==> config.mk <==
export PLATFORM = sky130hd
export DESIGN_NAME = depth_window_presence_detector
export DESIGN_NICKNAME = d
export VERILOG_FILES = /design/src/dwpd_pkg.sv /design/src/dwpd_ram.sv /design/src/dwpd_front.sv /design/src/dwpd_fifo.sv /design/src/dwpd_back.sv /design/src/depth_window_presence_detector.sv
export SDC_FILE = /design/constraint.sdc
export NUM_CORES = 2
export LEC_CHECK = 0
export ABC_AREA = 0
export BUFFER_PORTS_ARGS = -buffer_cell sky130_fd_sc_hd__buf_2
export CAP_MARGIN = 0
export CELL_PAD_IN_SITES_DETAIL_PLACEMENT = 1
export CELL_PAD_IN_SITES_GLOBAL_PLACEMENT = 1
export CORE_MARGIN = 1
export CORE_UTILIZATION = 50
export CTS_CLUSTER_DIAMETER = 80
export DETAILED_ROUTE_END_ITERATION = 7
export PLACE_DENSITY = 0.74
export REMOVE_ABC_BUFFERS = 1
export SYNTH_ARGS = -nofsm -noshare
export SYNTH_HDL_FRONTEND = slang
export SYNTH_SLANG_ARGS = --single-unit
==> constraint.sdc <==
create_clock -name i_clk -period 15.33 [get_ports i_clk]
set_input_delay 3.066 -clock i_clk [delete_from_list [all_inputs] [get_ports i_clk]]
set_output_delay 3.066 -clock i_clk [all_outputs]
set_load 0.02 [all_outputs]
==> src/dwpd_pkg.sv <==
// ----------------------------------------------------------------------------
// dwpd_pkg - depth window presence detector shared definitions
// Image geometry, field widths, register indexes, queue item and window masks.
// ----------------------------------------------------------------------------
package dwpd_pkg;

    localparam int IMAGE_WIDTH  = 1024;
    localparam int IMAGE_HEIGHT = 1024;
    localparam int MAX_WINDOW   = 4;

    localparam int LINES    = MAX_WINDOW - 1;
    localparam int WIN_BITS = MAX_WINDOW * MAX_WINDOW;
    localparam int COL_W    = $clog2(IMAGE_WIDTH);
    localparam int ROW_W    = $clog2(IMAGE_HEIGHT);
    localparam int K_W      = $clog2(MAX_WINDOW + 1);
    localparam int PC_W     = $clog2(MAX_WINDOW + 1);
    localparam int CNT_W    = $clog2(WIN_BITS + 1);

    localparam int DEPTH_W   = 16;
    localparam int CFG_W     = 16;
    localparam int WS_W      = 3;
    localparam int SLACK_W   = 5;
    localparam int BAND_W    = 10;
    localparam int LOC_W     = 11;
    localparam int MAXCNT_W  = 5;
    localparam int CFG_IDX_W = 3;
    localparam int OUT_DATA_W = 32;

    localparam int SCALE_NUM = 13;
    localparam int SCALE_DEN = 10;
    localparam int MULT_W    = DEPTH_W + 4;
    localparam int LOC_OFFSET = 2;

    localparam int JW0 = (COL_W > ROW_W) ? COL_W : ROW_W;
    localparam int JW  = ((JW0 > BAND_W) ? JW0 : BAND_W) + 1;

    localparam int TW0 = (CNT_W > SLACK_W) ? CNT_W : SLACK_W;
    localparam int TW  = ((TW0 + 1) > (2 * K_W)) ? (TW0 + 1) : (2 * K_W);

    localparam int FIFO_DEPTH = 4;
    localparam int FPTR_W     = $clog2(FIFO_DEPTH);
    localparam int FCNT_W     = $clog2(FIFO_DEPTH + 1);

    localparam logic [DEPTH_W-1:0] RST_DEPTH_TH = 16'd2366;
    localparam logic [DEPTH_W-1:0] RST_PRES_TH  = 16'd410;
    localparam logic [WS_W-1:0]    RST_WS       = 3'd3;
    localparam logic [SLACK_W-1:0] RST_SLACK    = 5'd1;
    localparam logic [BAND_W-1:0]  RST_ROW_FIRST = 10'd0;
    localparam logic [BAND_W-1:0]  RST_ROW_LAST  = 10'd1023;

    typedef enum logic [CFG_IDX_W-1:0] {
        CFG_DEPTH_TH  = 3'd0,
        CFG_PRES_TH   = 3'd1,
        CFG_WIN_SIZE  = 3'd2,
        CFG_SLACK     = 3'd3,
        CFG_ROW_FIRST = 3'd4,
        CFG_ROW_LAST  = 3'd5
    } t_cfg_index;

    typedef struct packed {
        logic [DEPTH_W-1:0] depth_th;
        logic [DEPTH_W-1:0] pres_th;
        logic [K_W-1:0]     k;
        logic [SLACK_W-1:0] slack;
        logic [BAND_W-1:0]  row_first;
        logic [BAND_W-1:0]  row_last;
    } t_cfg;

    typedef struct packed {
        logic [MAX_WINDOW-1:0] vert;
        logic                  judge;
        logic [LOC_W-1:0]      loc_x;
        logic [LOC_W-1:0]      loc_y;
        logic                  eof;
    } t_item;

    typedef struct packed {
        logic full;
        logic almost_full;
    } t_fifo_status;

    function automatic logic [K_W-1:0] clamp_k(input logic [WS_W-1:0] ws);
        if (ws == '0) begin
            return K_W'(1);
        end
        if (int'(ws) > MAX_WINDOW) begin
            return K_W'(MAX_WINDOW);
        end
        return K_W'(ws);
    endfunction

    function automatic logic [WIN_BITS-1:0] win_mask(input logic [K_W-1:0] k);
        logic [WIN_BITS-1:0] m;
        m = '0;
        for (int a = 0; a < MAX_WINDOW; a++) begin
            for (int b = 0; b < MAX_WINDOW; b++) begin
                m[a * MAX_WINDOW + b] = (a < int'(k)) && (b < int'(k));
            end
        end
        return m;
    endfunction

    function automatic logic [WIN_BITS-1:0] anchor_mask(input logic [K_W-1:0] k);
        logic [WIN_BITS-1:0] m;
        m = '0;
        for (int a = 0; a < MAX_WINDOW; a++) begin
            m[a * MAX_WINDOW + a] = (a == int'(k) - 1);
        end
        return m;
    endfunction

endpackage

==> src/dwpd_ram.sv <==
// ----------------------------------------------------------------------------
// dwpd_ram - generic single-write, single-read RAM
// One write and one registered read per cycle.
// ----------------------------------------------------------------------------
module dwpd_ram #(
    parameter int WIDTH = 8,
    parameter int DEPTH = 256
) (
    input  logic                     i_clk,
    input  logic                     i_we,
    input  logic [$clog2(DEPTH)-1:0] i_waddr,
    input  logic [WIDTH-1:0]         i_wdata,
    input  logic                     i_re,
    input  logic [$clog2(DEPTH)-1:0] i_raddr,
    output logic [WIDTH-1:0]         o_rdata
);

    logic [WIDTH-1:0] r_mem [DEPTH];
    logic [WIDTH-1:0] r_rdata;

    always_ff @(posedge i_clk) begin
        if (i_we) begin
            r_mem[i_waddr] <= i_wdata;
        end
        if (i_re) begin
            r_rdata <= r_mem[i_raddr];
        end
    end

    assign o_rdata = r_rdata;

endmodule

==> src/dwpd_front.sv <==
// ----------------------------------------------------------------------------
// dwpd_front - pixel intake and classification
// Qualifies each pixel, tracks raster position, keeps the line store and
// pushes one column item per pixel towards the window counter.
// ----------------------------------------------------------------------------
module dwpd_front import dwpd_pkg::*; (
    input  logic               i_clk,
    input  logic               i_rst_n,
    input  t_cfg               i_cfg,
    input  logic               i_valid,
    output logic               o_ready,
    input  logic [DEPTH_W-1:0] i_depth,
    input  logic               i_zone,
    input  logic               i_eof,
    input  t_fifo_status       i_fifo_status,
    output logic               o_push,
    output t_item              o_item
);

    logic [COL_W-1:0] r_col, n_col;
    logic [ROW_W-1:0] r_row, n_row;

    logic             r_b_valid;
    logic             r_b_q;
    logic [COL_W-1:0] r_b_col;
    logic             r_b_judge;
    logic [LOC_W-1:0] r_b_locx;
    logic [LOC_W-1:0] r_b_locy;
    logic             r_b_eof;

    logic             accept;
    logic             qual;
    logic [JW-1:0]    ax;
    logic [JW-1:0]    ay;
    logic             judge;
    logic [LINES-1:0] rd_lines;
    logic [LINES-1:0] wr_lines;

    assign o_ready = !(i_fifo_status.full || (i_fifo_status.almost_full && r_b_valid));
    assign accept  = i_valid && o_ready;

    assign qual = i_zone && (i_depth > i_cfg.depth_th) &&
                  (MULT_W'(i_depth) * MULT_W'(SCALE_NUM) >
                   MULT_W'(i_cfg.pres_th) * MULT_W'(SCALE_DEN));

    assign ax = JW'(r_col) + JW'(1) - JW'(i_cfg.k);
    assign ay = JW'(r_row) + JW'(1) - JW'(i_cfg.k);

    assign judge = (JW'(r_col) + JW'(1) >= JW'(i_cfg.k)) &&
                   (JW'(r_row) + JW'(1) >= JW'(i_cfg.k)) &&
                   (ay >= JW'(i_cfg.row_first)) && (ay <= JW'(i_cfg.row_last));

    always_comb begin
        n_col = r_col;
        n_row = r_row;
        if (accept) begin
            if (i_eof) begin
                n_col = '0;
                n_row = '0;
            end else if (r_col == COL_W'(IMAGE_WIDTH - 1)) begin
                n_col = '0;
                n_row = (r_row == ROW_W'(IMAGE_HEIGHT - 1)) ? '0 : r_row + ROW_W'(1);
            end else begin
                n_col = r_col + COL_W'(1);
            end
        end
    end

    always_ff @(posedge i_clk) begin
        if (!i_rst_n) begin
            r_col     <= '0;
            r_row     <= '0;
            r_b_valid <= 1'b0;
        end else begin
            r_col     <= n_col;
            r_row     <= n_row;
            r_b_valid <= accept;
        end
        if (accept) begin
            r_b_q     <= qual;
            r_b_col   <= r_col;
            r_b_judge <= judge;
            r_b_locx  <= LOC_W'(ax + JW'(LOC_OFFSET));
            r_b_locy  <= LOC_W'(ay + JW'(LOC_OFFSET));
            r_b_eof   <= i_eof;
        end
    end

    // shift the column history down one row and insert the new pixel
    assign wr_lines = LINES'({rd_lines, r_b_q});

    dwpd_ram #(
        .WIDTH (LINES),
        .DEPTH (IMAGE_WIDTH)
    ) u_line_store (
        .i_clk   (i_clk),
        .i_we    (r_b_valid),
        .i_waddr (r_b_col),
        .i_wdata (wr_lines),
        .i_re    (accept),
        .i_raddr (r_col),
        .o_rdata (rd_lines)
    );

    assign o_push       = r_b_valid;
    assign o_item.vert  = {rd_lines, r_b_q};
    assign o_item.judge = r_b_judge;
    assign o_item.loc_x = r_b_locx;
    assign o_item.loc_y = r_b_locy;
    assign o_item.eof   = r_b_eof;

endmodule

==> src/dwpd_fifo.sv <==
// ----------------------------------------------------------------------------
// dwpd_fifo - column item queue
// Short queue that lets the intake and the window counter stall apart.
// ----------------------------------------------------------------------------
module dwpd_fifo import dwpd_pkg::*; (
    input  logic         i_clk,
    input  logic         i_rst_n,
    input  logic         i_push,
    input  t_item        i_item,
    input  logic         i_pop,
    output logic         o_valid,
    output t_item        o_item,
    output t_fifo_status o_status
);

    t_item             r_mem [FIFO_DEPTH];
    logic [FPTR_W-1:0] r_wptr;
    logic [FPTR_W-1:0] r_rptr;
    logic [FCNT_W-1:0] r_count;
    logic              do_pop;

    assign o_valid = (r_count != '0);
    assign o_item  = r_mem[r_rptr];
    assign do_pop  = i_pop && o_valid;

    assign o_status.full        = (r_count == FCNT_W'(FIFO_DEPTH));
    assign o_status.almost_full = (r_count >= FCNT_W'(FIFO_DEPTH - 1));

    always_ff @(posedge i_clk) begin
        if (!i_rst_n) begin
            r_wptr  <= '0;
            r_rptr  <= '0;
            r_count <= '0;
        end else begin
            if (i_push) begin
                r_wptr <= (r_wptr == FPTR_W'(FIFO_DEPTH - 1)) ? '0 : r_wptr + FPTR_W'(1);
            end
            if (do_pop) begin
                r_rptr <= (r_rptr == FPTR_W'(FIFO_DEPTH - 1)) ? '0 : r_rptr + FPTR_W'(1);
            end
            r_count <= r_count + FCNT_W'(i_push) - FCNT_W'(do_pop);
        end
        if (i_push) begin
            r_mem[r_wptr] <= i_item;
        end
    end

endmodule

==> src/dwpd_back.sv <==
// ----------------------------------------------------------------------------
// dwpd_back - window counter and frame summary
// Shifts columns into the window, counts qualified pixels, keeps the frame
// summary and holds the result until it is taken.
// ----------------------------------------------------------------------------
module dwpd_back import dwpd_pkg::*; (
    input  logic                  i_clk,
    input  logic                  i_rst_n,
    input  t_cfg                  i_cfg,
    input  logic                  i_valid,
    input  t_item                 i_item,
    output logic                  o_pop,
    output logic                  o_tvalid,
    input  logic                  i_tready,
    output logic [OUT_DATA_W-1:0] o_tdata
);

    logic [WIN_BITS-1:0] r_cwin;

    logic             r_j_valid;
    logic [PC_W-1:0]  r_j_pc [MAX_WINDOW];
    logic             r_j_anchor;
    logic             r_j_judge;
    logic [LOC_W-1:0] r_j_locx;
    logic [LOC_W-1:0] r_j_locy;
    logic             r_j_eof;

    logic             r_found, n_found;
    logic [LOC_W-1:0] r_fx, n_fx;
    logic [LOC_W-1:0] r_fy, n_fy;
    logic [CNT_W-1:0] r_best, n_best;

    logic                  r_out_valid;
    logic [OUT_DATA_W-1:0] r_out_data;

    logic                out_busy;
    logic                j_go;
    logic                j_free;
    logic [WIN_BITS-1:0] win;
    logic [WIN_BITS-1:0] win_m;
    logic [PC_W-1:0]     pc [MAX_WINDOW];
    logic [CNT_W-1:0]    sum;
    logic                hit;

    assign out_busy = r_out_valid && !i_tready;
    assign j_go     = r_j_valid && !(r_j_eof && out_busy);
    assign j_free   = !r_j_valid || j_go;
    assign o_pop    = i_valid && j_free;

    assign win   = {r_cwin[WIN_BITS-MAX_WINDOW-1:0], i_item.vert};
    assign win_m = win & win_mask(i_cfg.k);

    always_comb begin
        for (int a = 0; a < MAX_WINDOW; a++) begin
            pc[a] = '0;
            for (int b = 0; b < MAX_WINDOW; b++) begin
                pc[a] = pc[a] + PC_W'(win_m[a * MAX_WINDOW + b]);
            end
        end
    end

    always_comb begin
        sum = '0;
        for (int a = 0; a < MAX_WINDOW; a++) begin
            sum = sum + CNT_W'(r_j_pc[a]);
        end
        if (!r_j_anchor) begin
            sum = '0;
        end
    end

    assign hit = r_j_judge && r_j_anchor &&
                 (TW'(sum) + TW'(i_cfg.slack) >= TW'(i_cfg.k) * TW'(i_cfg.k));

    always_comb begin
        n_found = r_found;
        n_fx    = r_fx;
        n_fy    = r_fy;
        n_best  = r_best;
        if (hit) begin
            n_found = 1'b1;
            n_fx    = r_j_locx;
            n_fy    = r_j_locy;
        end
        if (r_j_judge && (sum > r_best)) begin
            n_best = sum;
        end
    end

    always_ff @(posedge i_clk) begin
        if (!i_rst_n) begin
            r_cwin      <= '0;
            r_j_valid   <= 1'b0;
            r_found     <= 1'b0;
            r_fx        <= '0;
            r_fy        <= '0;
            r_best      <= '0;
            r_out_valid <= 1'b0;
        end else begin
            if (o_pop) begin
                r_cwin <= i_item.eof ? '0 : win;
            end
            if (j_free) begin
                r_j_valid <= o_pop;
            end
            if (j_go) begin
                if (r_j_eof) begin
                    r_found <= 1'b0;
                    r_fx    <= '0;
                    r_fy    <= '0;
                    r_best  <= '0;
                end else begin
                    r_found <= n_found;
                    r_fx    <= n_fx;
                    r_fy    <= n_fy;
                    r_best  <= n_best;
                end
            end
            if (j_go && r_j_eof) begin
                r_out_valid <= 1'b1;
            end else if (i_tready) begin
                r_out_valid <= 1'b0;
            end
        end
        if (o_pop) begin
            r_j_pc     <= pc;
            r_j_anchor <= |(win & anchor_mask(i_cfg.k));
            r_j_judge  <= i_item.judge;
            r_j_locx   <= i_item.loc_x;
            r_j_locy   <= i_item.loc_y;
            r_j_eof    <= i_item.eof;
        end
        if (j_go && r_j_eof) begin
            r_out_data <= OUT_DATA_W'({MAXCNT_W'(n_best), n_fy, n_fx, n_found});
        end
    end

    assign o_tvalid = r_out_valid;
    assign o_tdata  = r_out_data;

endmodule

==> src/depth_window_presence_detector.sv <==
// ----------------------------------------------------------------------------
// depth_window_presence_detector - sliding window presence detector
// Counts qualified depth pixels in a square window and reports per frame.
// ----------------------------------------------------------------------------
// Takes one raster-order depth pixel per clock, with no gaps between rows or
// frames, unless an end of frame waits on an untaken summary and the queue
// fills; the pace is set by the line store, read and written once per pixel.
// The frame summary (detected flag, last detecting anchor plus two, largest
// window count) passes the intake register, queue, judge stage and output
// register, waiting there as later pixels flow; the line store gets no clearing
// pass after reset. Write the configuration only while no frame is in flight.
// ----------------------------------------------------------------------------
module depth_window_presence_detector import dwpd_pkg::*; (
    input  logic                  i_clk,
    input  logic                  i_rst_n,
    input  logic                  s_axis_tvalid,
    output logic                  s_axis_tready,
    input  logic [DEPTH_W-1:0]    s_axis_tdata,  // depth
    input  logic                  s_axis_tuser,  // in_zone
    input  logic                  s_axis_tlast,
    output logic                  m_axis_tvalid,
    input  logic                  m_axis_tready,
    output logic [OUT_DATA_W-1:0] m_axis_tdata,  // detected, loc_x, loc_y, max_count
    input  logic                  i_cfg_we,
    input  logic [CFG_IDX_W-1:0]  i_cfg_index,
    input  logic [CFG_W-1:0]      i_cfg_data
);

    logic [DEPTH_W-1:0] r_depth_th;
    logic [DEPTH_W-1:0] r_pres_th;
    logic [WS_W-1:0]    r_win_size;
    logic [SLACK_W-1:0] r_slack;
    logic [BAND_W-1:0]  r_row_first;
    logic [BAND_W-1:0]  r_row_last;

    t_cfg         cfg;
    logic         push;
    t_item        push_item;
    logic         fifo_valid;
    t_item        fifo_item;
    t_fifo_status fifo_status;
    logic         pop;

    always_ff @(posedge i_clk) begin
        if (!i_rst_n) begin
            r_depth_th  <= RST_DEPTH_TH;
            r_pres_th   <= RST_PRES_TH;
            r_win_size  <= RST_WS;
            r_slack     <= RST_SLACK;
            r_row_first <= RST_ROW_FIRST;
            r_row_last  <= RST_ROW_LAST;
        end else if (i_cfg_we) begin
            unique case (t_cfg_index'(i_cfg_index))
                CFG_DEPTH_TH:  r_depth_th  <= i_cfg_data[DEPTH_W-1:0];
                CFG_PRES_TH:   r_pres_th   <= i_cfg_data[DEPTH_W-1:0];
                CFG_WIN_SIZE:  r_win_size  <= i_cfg_data[WS_W-1:0];
                CFG_SLACK:     r_slack     <= i_cfg_data[SLACK_W-1:0];
                CFG_ROW_FIRST: r_row_first <= i_cfg_data[BAND_W-1:0];
                CFG_ROW_LAST:  r_row_last  <= i_cfg_data[BAND_W-1:0];
                default: begin
                end
            endcase
        end
    end

    assign cfg.depth_th  = r_depth_th;
    assign cfg.pres_th   = r_pres_th;
    assign cfg.k         = clamp_k(r_win_size);
    assign cfg.slack     = r_slack;
    assign cfg.row_first = r_row_first;
    assign cfg.row_last  = r_row_last;

    dwpd_front u_front (
        .i_clk         (i_clk),
        .i_rst_n       (i_rst_n),
        .i_cfg         (cfg),
        .i_valid       (s_axis_tvalid),
        .o_ready       (s_axis_tready),
        .i_depth       (s_axis_tdata),
        .i_zone        (s_axis_tuser),
        .i_eof         (s_axis_tlast),
        .i_fifo_status (fifo_status),
        .o_push        (push),
        .o_item        (push_item)
    );

    dwpd_fifo u_fifo (
        .i_clk    (i_clk),
        .i_rst_n  (i_rst_n),
        .i_push   (push),
        .i_item   (push_item),
        .i_pop    (pop),
        .o_valid  (fifo_valid),
        .o_item   (fifo_item),
        .o_status (fifo_status)
    );

    dwpd_back u_back (
        .i_clk    (i_clk),
        .i_rst_n  (i_rst_n),
        .i_cfg    (cfg),
        .i_valid  (fifo_valid),
        .i_item   (fifo_item),
        .o_pop    (pop),
        .o_tvalid (m_axis_tvalid),
        .i_tready (m_axis_tready),
        .o_tdata  (m_axis_tdata)
    );

    a_no_push_when_full: assert property (@(posedge i_clk) disable iff (!i_rst_n)
        push |-> !fifo_status.full)
        else $error("column item pushed into a full queue");

    a_no_loc_without_hit: assert property (@(posedge i_clk) disable iff (!i_rst_n)
        (m_axis_tvalid && !m_axis_tdata[0]) |-> (m_axis_tdata[2*LOC_W:1] == '0))
        else $error("location reported without a detection");

    a_window_in_range: assert property (@(posedge i_clk) disable iff (!i_rst_n)
        (cfg.k != '0) && (int'(cfg.k) <= MAX_WINDOW))
        else $error("window side out of range");

endmodule
==> flow_summary.yaml <==
global_routing:
  grt_overflow: 0
  grt_antenna_before_repair: 17
  grt_pass1_vias: 80800
  grt_max_degree: 253
  track_usage: 0.282
  grt_pass1_wl_mm: 579
sta:
  clock_skew_ps: 49.7
  final_max_slew_viol_count: 0
  tightest_slew_ps: 1430
  finalHoldViolations: 0
  fin_ws_ps: 8630
  fin_crit_sh: 0.437
  setup_violations: 0
  clock.fmax_ghz: 0.149
  maxSlewHeadroom: 0.0394
  rsz0062_at_grt: "no"
  finalCriticalPeriod_ps: 6700
yosys:
  async_flop_share: 0
  yosysUniqueCellTypes: 71
  synth-main-ff-cell: "edfxtp_1"
  syn_area_per_cell_sq_um: 17.6
  ys_ff_latch: 3419
  synth_cells: 7956
  synth_warnings: 0
  seq_area_frac_synth: 0.723
  synth.cell_area_sq_um: 140000
  synth_edf_count: 3287
finish:
  layout_commonest_cell: "edfxtp_1"
  final_cell_mix: "edfxtp_1, nor2_1, mux4_2, clkbuf_16, mux2i_1"
  multi_input_area_sq_um: 36200
  nets: 8277
  drive_above_1_share: 0.196
  design_area_sq_um: 156000
  regArea_sq_um: 101000
  filler_cell_count: 24600
  area_growth_pct: 11.5
  fin_cells: 12000
routing:
  drc_errors: 0
  routedWlPerCell_um: 33.5
  dr.pass1.iters: 8
  viasPerCell: 6.45
  drt_iter0_drc: 10000
  detailroute.via_count: 77500
  wl_mm: 402
  antenna_left: 0
die:
  start_util: 0.502
  std_cell_rows: 194
  die_w_um: 532
  core-area_sq_um: 279000
  dieHeight_um: 532
  pin_count: 76
  die_area_sq_um: 283000
clock_network:
  clkLatencyLatePin_ps: 910
  cts_num_sinks: 3419
  path_clk_slew_ps: 60
  cts_resized: 0
  clockBufferDepth: 4
  hold_buffers: 0
  ctsRootBufferMaster: "clkbuf_16"
  htreeDepth: 5
  cts_buffers: 347
  cts_setup_buffers: 0
  cts_tree: "done"
placed_design:
  dp_hpwl_mm: 234
  dpl-instance-area_sq_um: 145000
  preCtsSetupSlack_ps: 7750
  io_buffers: 71
  gp_congestion: 0.844
  dp_cells: 11400
pwr:
  cellLeakagePower_nw: 48.6
  powerDensity_nw_per_um2: 144
  vdd_drop_max_uv: 92.4
  power_w: 0.0225
worst_setup_path:
  critPathMaxFanout: 4
  worstSetupPathType: "in2reg"
  crit_path_max_incr_delay_ps: 480
  worstSetupEndpointType: "flop"
  slowest_stage: "fa_1"
  r2r-start: "u_front.r_col[0]"
  crit_arrival_ps: 7410
  cp_cell_sequence: "buf_2, ha_1, inv_1, fa_1, inv_1, ha_1, a21o_1, a21oi_1, o21a_1, o31ai_1, o2111a_1, o21a_1, o21a_1, mux2i_1, nand2_1, ha_1, nand3_1, nor2_1, nand2_1, nor3_1, a221oi_1, o21ai_0, a31oi_1, nor3_1"
  crit_start: "s_axis_tdata[2]"
  required_ps: 16040
  cp-start-kind: "input port"
status:
  status: "completed"
min_path:
  worstHoldPathType: "reg2reg"
  min-delay-start: "r_row_first[3]"
flow_run:
  max_cap_viol_count: 0
cells in the mapped netlist, types with 10 or more instances:
cell / count / area (sq um)
ha_1: 185 / 2310
and2_1: 20 / 125
fa_1: 27 / 541
nand2_1: 257 / 965
nor2b_1: 30 / 188
a221oi_1: 110 / 963
nor4_1: 11 / 68.8
a21o_1: 24 / 180
mux2_2: 35 / 394
a22oi_1: 119 / 893
o22ai_1: 26 / 163
edfxtp_1: 3287 / 98700
buf_6: 35 / 394
mux4_2: 743 / 16700
and3_1: 15 / 93.8
nor2_1: 1198 / 4500
nand2b_1: 25 / 156
o21ai_0: 95 / 475
o211ai_1: 27 / 203
nand4_1: 15 / 93.8
a21oi_1: 164 / 821
a211oi_1: 19 / 143
nand3_1: 67 / 335
buf_2: 44 / 220
buf_1: 75 / 282
a31oi_1: 11 / 68.8
a221o_1: 24 / 240
or3_1: 10 / 62.6
nor3_1: 56 / 280
a22o_1: 39 / 342
inv_1: 175 / 657
buf_4: 52 / 390
clkbuf_1: 334 / 1250
o21a_1: 19 / 143
xnor2_1: 37 / 324
xor2_1: 31 / 272
dfxtp_1: 132 / 2640
o31ai_1: 11 / 82.6
mux2i_1: 270 / 2700
registers in the layout, summed over array words and instances, names as in the netlist, 12 cells and up, named ones only:
| signal | count |
|---|---|
| u_back.r_j_pc | 12 |
| u_front.u_line_store.r_mem | 3072 |
| u_back.o_tdata | 28 |
| u_back.r_cwin | 12 |
| r_depth_th | 16 |
| r_pres_th | 16 |
| u_fifo.r_mem | 112 |
report_power, final:
group          internal, W  switching [W]  total (W)
combinational     0.000934        0.00182    0.00275
clock              0.00507        0.00361    0.00868
sequential          0.0109       0.000110     0.0111
total               0.0170        0.00554     0.0225
per-stage QoR:
stage               TNS (ps)   util  hold slack (ps)
detailed placement         0  0.519              452
global placement           0  0.519              447
finish                     0  0.560              458
global route               0  0.560              478
floorplan            -781650      -              436
CTS                        0  0.560              461
path summary, 6_finish.rpt:
path / depth (start not counted) / slack, ps / end
max: 24 / 8630 / u_front.r_b_q
min: 2 / 460 / r_row_first[3]
max reg2reg: 10 / 9360 / u_front.u_line_store.o_rdata[0]
min reg2reg: 2 / 460 / r_row_first[3]
layout make-up:
class                           count  area share
Timing Repair Buffer              255      0.0126
Inverter                          179     0.00437
Antenna cell                        5   0.0000800
Multi-Input combinational cell   3821       0.231
Clock buffer                      407      0.0584
Sequential cell                  3419       0.648
Tap cell                         3724      0.0298
Clock inverter                    215      0.0153
routing by layer:
metal | vias up | share of wire | track usage
met1 | 40800 | 0.38 | 0.384
met2 | 4383 | 0.48 | 0.453
li1 | 31500 | - | -
met5 | - | 0.000082 | 0
met3 | 889 | 0.093 | 0.0489
met4 | 4 | 0.046 | 0.120
cell families (layout without fill, tap and decap cells):
family / Yosys count / after routing / synth area share
buffers and inverters: 720 / 1056 / 0.0230
other: 2 / 11 / 0.0000536
xor gates and xnor gates: 68 / 68 / 0.00425
adders and majority gates: 212 / 212 / 0.0204
AOI/OAI and AO/OA: 746 / 746 / 0.0372
muxes: 1048 / 1048 / 0.141
and+or+nand+nor: 1741 / 1741 / 0.0510
DFF: 3419 / 3419 / 0.723
worst max-delay path, delay by kind of cell:
kind	cells	cell delay, ps
adder cells (fa/ha/maj)	4	1330
multiplexers	1	180
buffers and inverters	3	240
AO/OA/AOI/OAI	10	1740
AND/OR/NAND/NOR	6	860
(Power assumes the default switching activity.)
